$ cat config.mk
export PLATFORM = sky130hd
export DESIGN_NAME = rgb_to_hsl_converter
export DESIGN_NICKNAME = d
export VERILOG_FILES = /design/src/rtl/core/rgb2hsl_pkg.sv /design/src/rtl/core/rgb_to_hsl_converter.sv
export SDC_FILE = /design/constraint.sdc
export NUM_CORES = 2
export LEC_CHECK = 0
export BUFFER_PORTS_ARGS = -buffer_cell sky130_fd_sc_hd__clkbuf_2
export CAP_MARGIN = 10
export CORE_UTILIZATION = 40
export CTS_CLUSTER_SIZE = 10
export DETAILED_ROUTE_END_ITERATION = 8
export PLACE_DENSITY_LB_ADDON = 0.1
export SLEW_MARGIN = 20
export SYNTH_ARGS = -nofsm -noshare
export SYNTH_HDL_FRONTEND = slang
export SYNTH_SLANG_ARGS = --single-unit
$ cat constraint.sdc
create_clock -name aclk -period 5.2 [get_ports aclk]
set_clock_uncertainty 0.2 [all_clocks]
set_input_delay 0.26 -clock aclk [delete_from_list [all_inputs] [get_ports aclk]]
set_output_delay 0.26 -clock aclk [all_outputs]
set_load 0.01 [all_outputs]
$ cat src/rtl/core/rgb2hsl_pkg.sv
// ----------------------------------------------------------------------------
// RGB to HSL converter package
// Payload types, fixed-point constants and the single-bit division step shared
// by the hue and saturation dividers.
// ----------------------------------------------------------------------------
package rgb2hsl_pkg;

    // Field widths of the input pixel and the result.
    localparam int unsigned CHAN_W  = 8;
    localparam int unsigned HUE_W   = 15;
    localparam int unsigned SAT_W   = 14;
    localparam int unsigned LIGHT_W = 9;

    // Hue scale: 60 degrees times 64 per sextant, 360 degrees times 64 per turn.
    localparam logic [HUE_W-1:0] HUE_FULL = 15'd23040;

    // Saturation scale: 255 times 64.
    localparam logic [SAT_W-1:0] SAT_MAX = 14'd16320;

    // Divider geometry. The dividend is 24 bits, the divisor at most 510,
    // and the quotient always fits in 15 bits.
    localparam int unsigned DIV_X_W   = 24;
    localparam int unsigned DIV_Q_W   = 15;
    localparam int unsigned DIV_R_W   = DIV_X_W - DIV_Q_W;
    localparam int unsigned DIV_STEPS = DIV_Q_W;

    // Pipeline: front end, sextant prep, dividend setup, one register per
    // quotient bit, and the output register.
    localparam int unsigned NUM_STAGES = DIV_STEPS + 4;

    typedef struct packed {
        logic [CHAN_W-1:0] red;
        logic [CHAN_W-1:0] green;
        logic [CHAN_W-1:0] blue;
    } pixel_t;

    typedef struct packed {
        logic [HUE_W-1:0]   hue;
        logic [SAT_W-1:0]   saturation;
        logic [LIGHT_W-1:0] lightness;
    } hsl_t;

    typedef enum logic [1:0] {
        CH_RED   = 2'd0,
        CH_GREEN = 2'd1,
        CH_BLUE  = 2'd2
    } chan_t;

    // Partial remainder and the word that shifts dividend bits out and
    // quotient bits in.
    typedef struct packed {
        logic [DIV_R_W-1:0] rem;
        logic [DIV_Q_W-1:0] work;
    } div_st_t;

    // One restoring division step: bring down the next dividend bit and
    // subtract the divisor if it fits.
    function automatic div_st_t div_step(div_st_t st, logic [DIV_R_W-1:0] y);
        logic [DIV_R_W:0] trial;
        logic [DIV_R_W:0] diff;
        div_st_t          res;
        trial = {st.rem, st.work[DIV_Q_W-1]};
        diff  = trial - {1'b0, y};
        if (trial >= {1'b0, y}) begin
            res.rem  = diff[DIV_R_W-1:0];
            res.work = {st.work[DIV_Q_W-2:0], 1'b1};
        end else begin
            res.rem  = trial[DIV_R_W-1:0];
            res.work = {st.work[DIV_Q_W-2:0], 1'b0};
        end
        return res;
    endfunction

endpackage

$ cat src/rtl/core/rgb_to_hsl_converter.sv
// ----------------------------------------------------------------------------
// RGB to HSL converter
// Converts one 8-bit RGB pixel per cycle into hue, saturation and lightness
// in the hexcone model, with round-to-nearest fixed-point results.
// ----------------------------------------------------------------------------
//
//   Channel   Ports                      Payload
//   -------   ------------------------   ----------------------------------
//   input     s_valid, s_ready, s_data   pixel_t: red, green, blue
//   result    m_valid, m_ready, m_data   hsl_t: hue, saturation, lightness
//
// One transfer is taken in every cycle while the result side keeps up.
// The depth comes from the two 15-bit quotients, formed one bit per stage.
// Reset (aresetn, synchronous, active low) empties the pipeline.
// A stall on the result side holds only the stages behind a full stage, so
// empty stages keep filling and s_ready stays high until the pipeline is full.
//
module rgb_to_hsl_converter
    import rgb2hsl_pkg::*;
(
    input  logic   aclk,
    input  logic   aresetn,

    input  logic   s_valid,
    output logic   s_ready,
    input  pixel_t s_data,

    output logic   m_valid,
    input  logic   m_ready,
    output hsl_t   m_data
);

    // Stage numbering: 0 front end, 1 sextant prep, 2 dividend setup,
    // 3 through 17 quotient bits, 18 output register.
    localparam int unsigned ST_FRONT = 0;
    localparam int unsigned ST_PREP  = 1;
    localparam int unsigned ST_DIV0  = 2;
    localparam int unsigned ST_OUT   = NUM_STAGES - 1;

    // ------------------------------------------------------------------------
    // Flow control. Each stage loads when it is empty or when the stage after
    // it loads, so bubbles are squeezed out during a stall.
    // ------------------------------------------------------------------------
    logic [NUM_STAGES-1:0] valid_reg;
    logic [NUM_STAGES:0]   stage_en;

    assign stage_en[NUM_STAGES] = m_ready;

    for (genvar i = 0; i < NUM_STAGES; i++) begin : g_en
        assign stage_en[i] = !valid_reg[i] || stage_en[i+1];
    end

    always_ff @(posedge aclk) begin
        if (!aresetn) begin
            valid_reg <= '0;
        end else begin
            if (stage_en[ST_FRONT]) begin
                valid_reg[ST_FRONT] <= s_valid;
            end
            for (int i = 1; i < NUM_STAGES; i++) begin
                if (stage_en[i]) begin
                    valid_reg[i] <= valid_reg[i-1];
                end
            end
        end
    end

    assign s_ready = stage_en[ST_FRONT];
    assign m_valid = valid_reg[ST_OUT];

    // ------------------------------------------------------------------------
    // Stage 0: largest and smallest channel, which channel leads (red wins
    // ties over green, green over blue), and the signed difference of the
    // other two channels that places the hue inside its sextant.
    // ------------------------------------------------------------------------
    logic [CHAN_W-1:0]  mx_next, mn_next;
    logic [CHAN_W:0]    diff_next;
    chan_t              sel_next;

    logic [LIGHT_W-1:0] f_sum_reg;
    logic [CHAN_W-1:0]  f_d_reg;
    logic [CHAN_W:0]    f_diff_reg;
    chan_t              f_sel_reg;

    always_comb begin
        mx_next = s_data.red;
        mn_next = s_data.red;
        if (s_data.green > mx_next) mx_next = s_data.green;
        if (s_data.blue  > mx_next) mx_next = s_data.blue;
        if (s_data.green < mn_next) mn_next = s_data.green;
        if (s_data.blue  < mn_next) mn_next = s_data.blue;

        if (s_data.red == mx_next) begin
            sel_next  = CH_RED;
            diff_next = {1'b0, s_data.green} - {1'b0, s_data.blue};
        end else if (s_data.green == mx_next) begin
            sel_next  = CH_GREEN;
            diff_next = {1'b0, s_data.blue} - {1'b0, s_data.red};
        end else begin
            sel_next  = CH_BLUE;
            diff_next = {1'b0, s_data.red} - {1'b0, s_data.green};
        end
    end

    always_ff @(posedge aclk) begin
        if (stage_en[ST_FRONT]) begin
            f_sum_reg  <= {1'b0, mx_next} + {1'b0, mn_next};
            f_d_reg    <= mx_next - mn_next;
            f_diff_reg <= diff_next;
            f_sel_reg  <= sel_next;
        end
    end

    // ------------------------------------------------------------------------
    // Stage 1: hue numerator in sextant units, m = k*d + diff, where k is 2
    // for a green lead, 4 for blue, and 0 or 6 for red so that the result is
    // never negative (this is the wrap of a negative red hue by a full turn).
    // The saturation denominator folds around mid lightness.
    // ------------------------------------------------------------------------
    logic [10:0]        kd_next;
    logic [11:0]        m_wide_next;
    logic [LIGHT_W-1:0] den_wide_next;

    logic [10:0]        p_m_reg;
    logic [CHAN_W-1:0]  p_den_reg;
    logic [CHAN_W-1:0]  p_d_reg;
    logic [LIGHT_W-1:0] p_sum_reg;

    always_comb begin
        case (f_sel_reg)
            CH_RED: begin
                kd_next = f_diff_reg[CHAN_W] ?
                          ({1'b0, f_d_reg, 2'b00} + {2'b00, f_d_reg, 1'b0}) : 11'd0;
            end
            CH_GREEN: kd_next = {2'b00, f_d_reg, 1'b0};
            CH_BLUE:  kd_next = {1'b0, f_d_reg, 2'b00};
            default:  kd_next = 11'd0;
        endcase
        m_wide_next   = {1'b0, kd_next} + {{3{f_diff_reg[CHAN_W]}}, f_diff_reg};
        den_wide_next = (f_sum_reg <= 9'd255) ? f_sum_reg : 9'd510 - f_sum_reg;
    end

    always_ff @(posedge aclk) begin
        if (stage_en[ST_PREP]) begin
            p_m_reg   <= m_wide_next[10:0];
            p_den_reg <= den_wide_next[CHAN_W-1:0];
            p_d_reg   <= f_d_reg;
            p_sum_reg <= f_sum_reg;
        end
    end

    // ------------------------------------------------------------------------
    // Stage 2 and the quotient stages. Rounding to nearest with ties up is
    // floor((2N + D) / 2D), so each divider sees dividend 2N + D and
    // divisor 2D:
    //   hue:        (7680*m + d) / 2d
    //   saturation: (32640*d + den) / 2den
    // Index 0 of the arrays below is the setup stage; index k holds the state
    // after k quotient bits.
    // ------------------------------------------------------------------------
    logic [DIV_X_W-1:0] xh_next, xs_next;

    div_st_t            hue_div_reg [DIV_STEPS+1];
    div_st_t            sat_div_reg [DIV_STEPS+1];
    logic [DIV_R_W-1:0] hue_y_reg   [DIV_STEPS+1];
    logic [DIV_R_W-1:0] sat_y_reg   [DIV_STEPS+1];
    logic [LIGHT_W-1:0] sum_reg     [DIV_STEPS+1];
    logic               gray_reg    [DIV_STEPS+1];

    always_comb begin
        xh_next = {p_m_reg, 13'd0} - {4'd0, p_m_reg, 9'd0} + {16'd0, p_d_reg};
        xs_next = {1'b0, p_d_reg, 15'd0} - {9'd0, p_d_reg, 7'd0} + {16'd0, p_den_reg};
    end

    always_ff @(posedge aclk) begin
        if (stage_en[ST_DIV0]) begin
            hue_div_reg[0] <= '{rem: xh_next[DIV_X_W-1:DIV_Q_W], work: xh_next[DIV_Q_W-1:0]};
            sat_div_reg[0] <= '{rem: xs_next[DIV_X_W-1:DIV_Q_W], work: xs_next[DIV_Q_W-1:0]};
            hue_y_reg[0]   <= {p_d_reg, 1'b0};
            sat_y_reg[0]   <= {p_den_reg, 1'b0};
            sum_reg[0]     <= p_sum_reg;
            gray_reg[0]    <= (p_d_reg == '0);
        end
    end

    for (genvar k = 1; k <= DIV_STEPS; k++) begin : g_div
        always_ff @(posedge aclk) begin
            if (stage_en[ST_DIV0 + k]) begin
                hue_div_reg[k] <= div_step(hue_div_reg[k-1], hue_y_reg[k-1]);
                sat_div_reg[k] <= div_step(sat_div_reg[k-1], sat_y_reg[k-1]);
                hue_y_reg[k]   <= hue_y_reg[k-1];
                sat_y_reg[k]   <= sat_y_reg[k-1];
                sum_reg[k]     <= sum_reg[k-1];
                gray_reg[k]    <= gray_reg[k-1];
            end
        end
    end

    // ------------------------------------------------------------------------
    // Output register. A red-led hue that rounds up to a full turn wraps to
    // zero, and a gray pixel has no hue and no saturation.
    // ------------------------------------------------------------------------
    logic [HUE_W-1:0] hue_q;
    hsl_t             out_next;
    hsl_t             out_reg;

    always_comb begin
        hue_q = hue_div_reg[DIV_STEPS].work;
        if (gray_reg[DIV_STEPS]) begin
            out_next.hue        = '0;
            out_next.saturation = '0;
        end else begin
            out_next.hue        = (hue_q >= HUE_FULL) ? hue_q - HUE_FULL : hue_q;
            out_next.saturation = sat_div_reg[DIV_STEPS].work[SAT_W-1:0];
        end
        out_next.lightness = sum_reg[DIV_STEPS];
    end

    always_ff @(posedge aclk) begin
        if (stage_en[ST_OUT]) begin
            out_reg <= out_next;
        end
    end

    assign m_data = out_reg;

`ifndef ASSERT_OFF
    // The hue wrap keeps every result below a full turn.
    a_hue_range: assert property (@(posedge aclk) disable iff (!aresetn)
        m_valid |-> (m_data.hue < HUE_FULL))
        else $error("hue reached a full turn");

    // Saturation never exceeds the full scale, since d never exceeds den.
    a_sat_range: assert property (@(posedge aclk) disable iff (!aresetn)
        m_valid |-> (m_data.saturation <= SAT_MAX))
        else $error("saturation above full scale");

    // Any chromatic pixel has saturation of at least 64, so zero saturation
    // means a gray pixel, which must also have zero hue.
    a_gray: assert property (@(posedge aclk) disable iff (!aresetn)
        (m_valid && (m_data.saturation == '0)) |-> (m_data.hue == '0))
        else $error("gray pixel with nonzero hue");

    // The input side may only stall when every stage holds a pixel and the
    // result side is stalled too.
    a_no_false_stall: assert property (@(posedge aclk) disable iff (!aresetn)
        !s_ready |-> (m_valid && !m_ready && (&valid_reg)))
        else $error("input stalled with a bubble in the pipeline");
`endif

endmodule

==> results_dict.tcl <==
set metrics [dict create \
    path_clk_slew_ps 50 \
    fmax_ghz 0.201 \
    wire_per_inst_um 16.7 \
    avgSynthCellArea_sq_um 14.2 \
    worstPathRequired_ps 5470 \
    final_util_pct 45.7 \
    grt_util_met2_pct 26.3 \
    critPathKind "input port to flip-flop" \
    cap_viol_max_count 0 \
    syn-num-nets 3968 \
    synth_edf_count 1116 \
    overflow 0 \
    p_clk_share_pct 19.3 \
    first_pass_iters 5 \
    portBuffers 67 \
    avgViaCountPerCell 4.87 \
    power_frac_seq_pct 43.6 \
    htreeDepth 4 \
    grtUsageMet3_pct 2.71 \
    gp_congestion 0.861 \
    setup_viol 0 \
    dieWidth_um 359 \
    top_level_ports 68 \
    async_reset_ff_share_pct 0 \
    drive_above_1_share_pct 9.91 \
    clock_latency_ps 720 \
    area_growth_pct 13.1 \
    row_count 130 \
    core_sq_um 126000 \
    pwr_density_cell_nw_per_um2 752 \
    grt_pass1_vias 27400 \
    dieHeight_um 359 \
    critPathLaunchType "input port" \
    ys_ff_latch 1135 \
    critPathArrivalTime_ps 5250 \
    crit_path_end_kind "flip-flop" \
    holdCritPathClass "input port to flip-flop" \
    synthCells 3586 \
    fin_crit_ps 4980 \
    fin_total_pwr_uw 43300 \
    cts_buffers 136 \
    antenna_cells 0 \
    hold_ws_ps 76.2 \
    setup_ws_ps 225 \
    slew_violations 0 \
    p_int_uw 29200 \
    synthXorXnorAreaFrac_pct 3.70 \
    leakage_uw 0.0230 \
    grt_max_degree 68 \
    final_common_cell "edfxtp_1" \
    busiest_layer "met2" \
    switching_power_uw 14100 \
    finalNetCount 4187 \
    switching_share_pct 32.5 \
    relSlewSlack_pct 30.3 \
    start_util_pct 40.4 \
    finalHoldViolCount 0 \
    peakVddDrop_mv 0.270 \
    wl_um 91900 \
    yosys_warnings 0 \
    tightest_slew_ps 1050 \
    largest_reg_flops 368 \
    ys_seq_area_share_pct 66.7 \
    synth-simple-area-share_pct 7.23 \
    fin_crit_sh_pct 95.7 \
    layout_common_cells "edfxtp_1, inv_1, ha_1" \
    grt_pass1_wl_um 147000 \
    cts_tree "built" \
    drt_first_iter_violations 1390 \
    outcome "completed" \
    clockBufferDepth 3 \
    cts.sinks 1135 \
    synth.distinct_cells 63 \
    syn-cell-area_sq_um 50900 \
    grt_antenna_before_repair 0 \
    cts-root-buf "clkbuf_16" \
    dpl.hpwl_um 66500 \
    pre_cts_ws_ps -65.6 \
    pwr-share-comb_pct 37.0 \
    synthMuxAreaShare_pct 2.16 \
    die_area_sq_um 129000 \
    synth_compound_area_share_pct 7.94 \
    synth_fa_ha_area_share_pct 9.23 \
    ant_nets 0 \
    use_met1_pct 17.1 \
    drc 0 \
    synth_top_flop_cell "edfxtp_1" \
    crit_fanout 3 \
    synth_top_family_by_area "adder cells" \
    num_vias 26800 \
    grtUsageTotal_pct 14.6 \
]
==> routing by layer <==
layer,vias to the layer above,routed length (um)
met1,12800,39100
met4,0,2750
met5,-,0
li1,13500,-
met3,148,3080
met2,359,47000
==> timing repair <==
| action | 4_1_cts | 5_1_grt |
|---|---|---|
| hold buffers | 9 | 0 |
| buffers inserted | 0 | 1 |
| setup endpoints to repair | 0 | 6 |
| gates resized for setup | 0 | 11 |
| hold endpoints to repair | 22 | 0 |
==> power groups by stage <==
stage / clock (uW) / sequential (uW) / combinational [uW]
after floorplan: 0 / 18000 / 12900
after global routing: 9010 / 19400 / 18400
after detailed placement: 0 / 19200 / 16100
after global placement: 0 / 19100 / 16100
final: 8370 / 18900 / 16000
after CTS: 8690 / 19000 / 16300
==> worst max-delay path: stages <==
cell and delay [ps]:
dlygate4sd3_1 540, clkbuf_2 110, inv_1 60, ha_1 360, nand2_1 110, o21ai_4 200, a2111oi_4 110, buf_4 150
a41oi_4 250, mux2i_2 300, ha_1 280, a21o_1 160, a21o_1 160, a21oi_1 180, nand2_1 80, o21ai_2 170
mux2_4 330, ha_1 200, inv_1 70, fa_1 200, inv_1 50, a21oi_1 170, o21bai_1 110, a21oi_1 200
nor2_1 70, nor2_2 110, o21bai_1 80, a21o_1 170
==> metrics by stage <==
step	cells	setup TNS [ps]	area (sq um)
6_report	5513	0	57500
5_1_grt	5513	-1.02	57500
4_1_cts	5511	0	57500
3_5_place_dp	5306	-141	53500
3_3_place_gp	5306	-22.1	53500
2_1_floorplan	3586	0	50900
==> layout make-up <==
class / instances / area, sq um
clock inverter: 20 / 179
fill: 11300 / 68400
timing repair buffer: 139 / 917
multi-input combinational: 2043 / 15500
sequential: 1135 / 33900
clock buffer: 176 / 3690
tap: 1650 / 2060
inverter: 350 / 1310
==> cells by family after synthesis <==
logic type,Yosys count
and+or+nand+nor,713
other,1
xor gates and xnor gates,215
AOI/OAI and AO/OA,660
DFF,1135
adders and majority gates,354
buffers and inverters,408
muxes,100
==> synthesized netlist by cell type (all sizes together), types with 14 or more instances <==
master | number | area [sq um]
a21o | 108 | 811
a21oi | 274 | 1370
clkbuf | 52 | 195
dfxtp | 19 | 380
edfxtp | 1116 | 33500
fa | 35 | 701
ha | 319 | 3990
inv | 350 | 1310
mux2 | 61 | 706
mux2i | 39 | 390
nand2 | 75 | 282
nand2b | 92 | 576
nand3 | 14 | 70.1
nand4 | 64 | 400
nor2 | 226 | 851
nor2b | 156 | 976
nor3 | 38 | 190
o211a | 15 | 150
o21a | 20 | 150
o21ai | 135 | 683
o31ai | 47 | 353
xnor2 | 149 | 1310
xor2 | 66 | 578
==> path summary, 6_finish.rpt <==
check	start	end	slack [ps]	cells past startpoint
min	s_data[15]	f_diff_reg[7]$_DFFE_PP_	80	5
max reg2reg	f_sum_reg[0]$_DFFE_PP_	p_m_reg[9]$_DFFE_PP_	1390	15
max	s_data[9]	f_sum_reg[8]$_DFFE_PP_	220	28
min reg2reg	sat_div_reg[10][8]$_DFFE_PP_	sat_div_reg[11][9]$_DFFE_PP_	200	0
No activity file was read; power rests on OpenSTA's default activity.
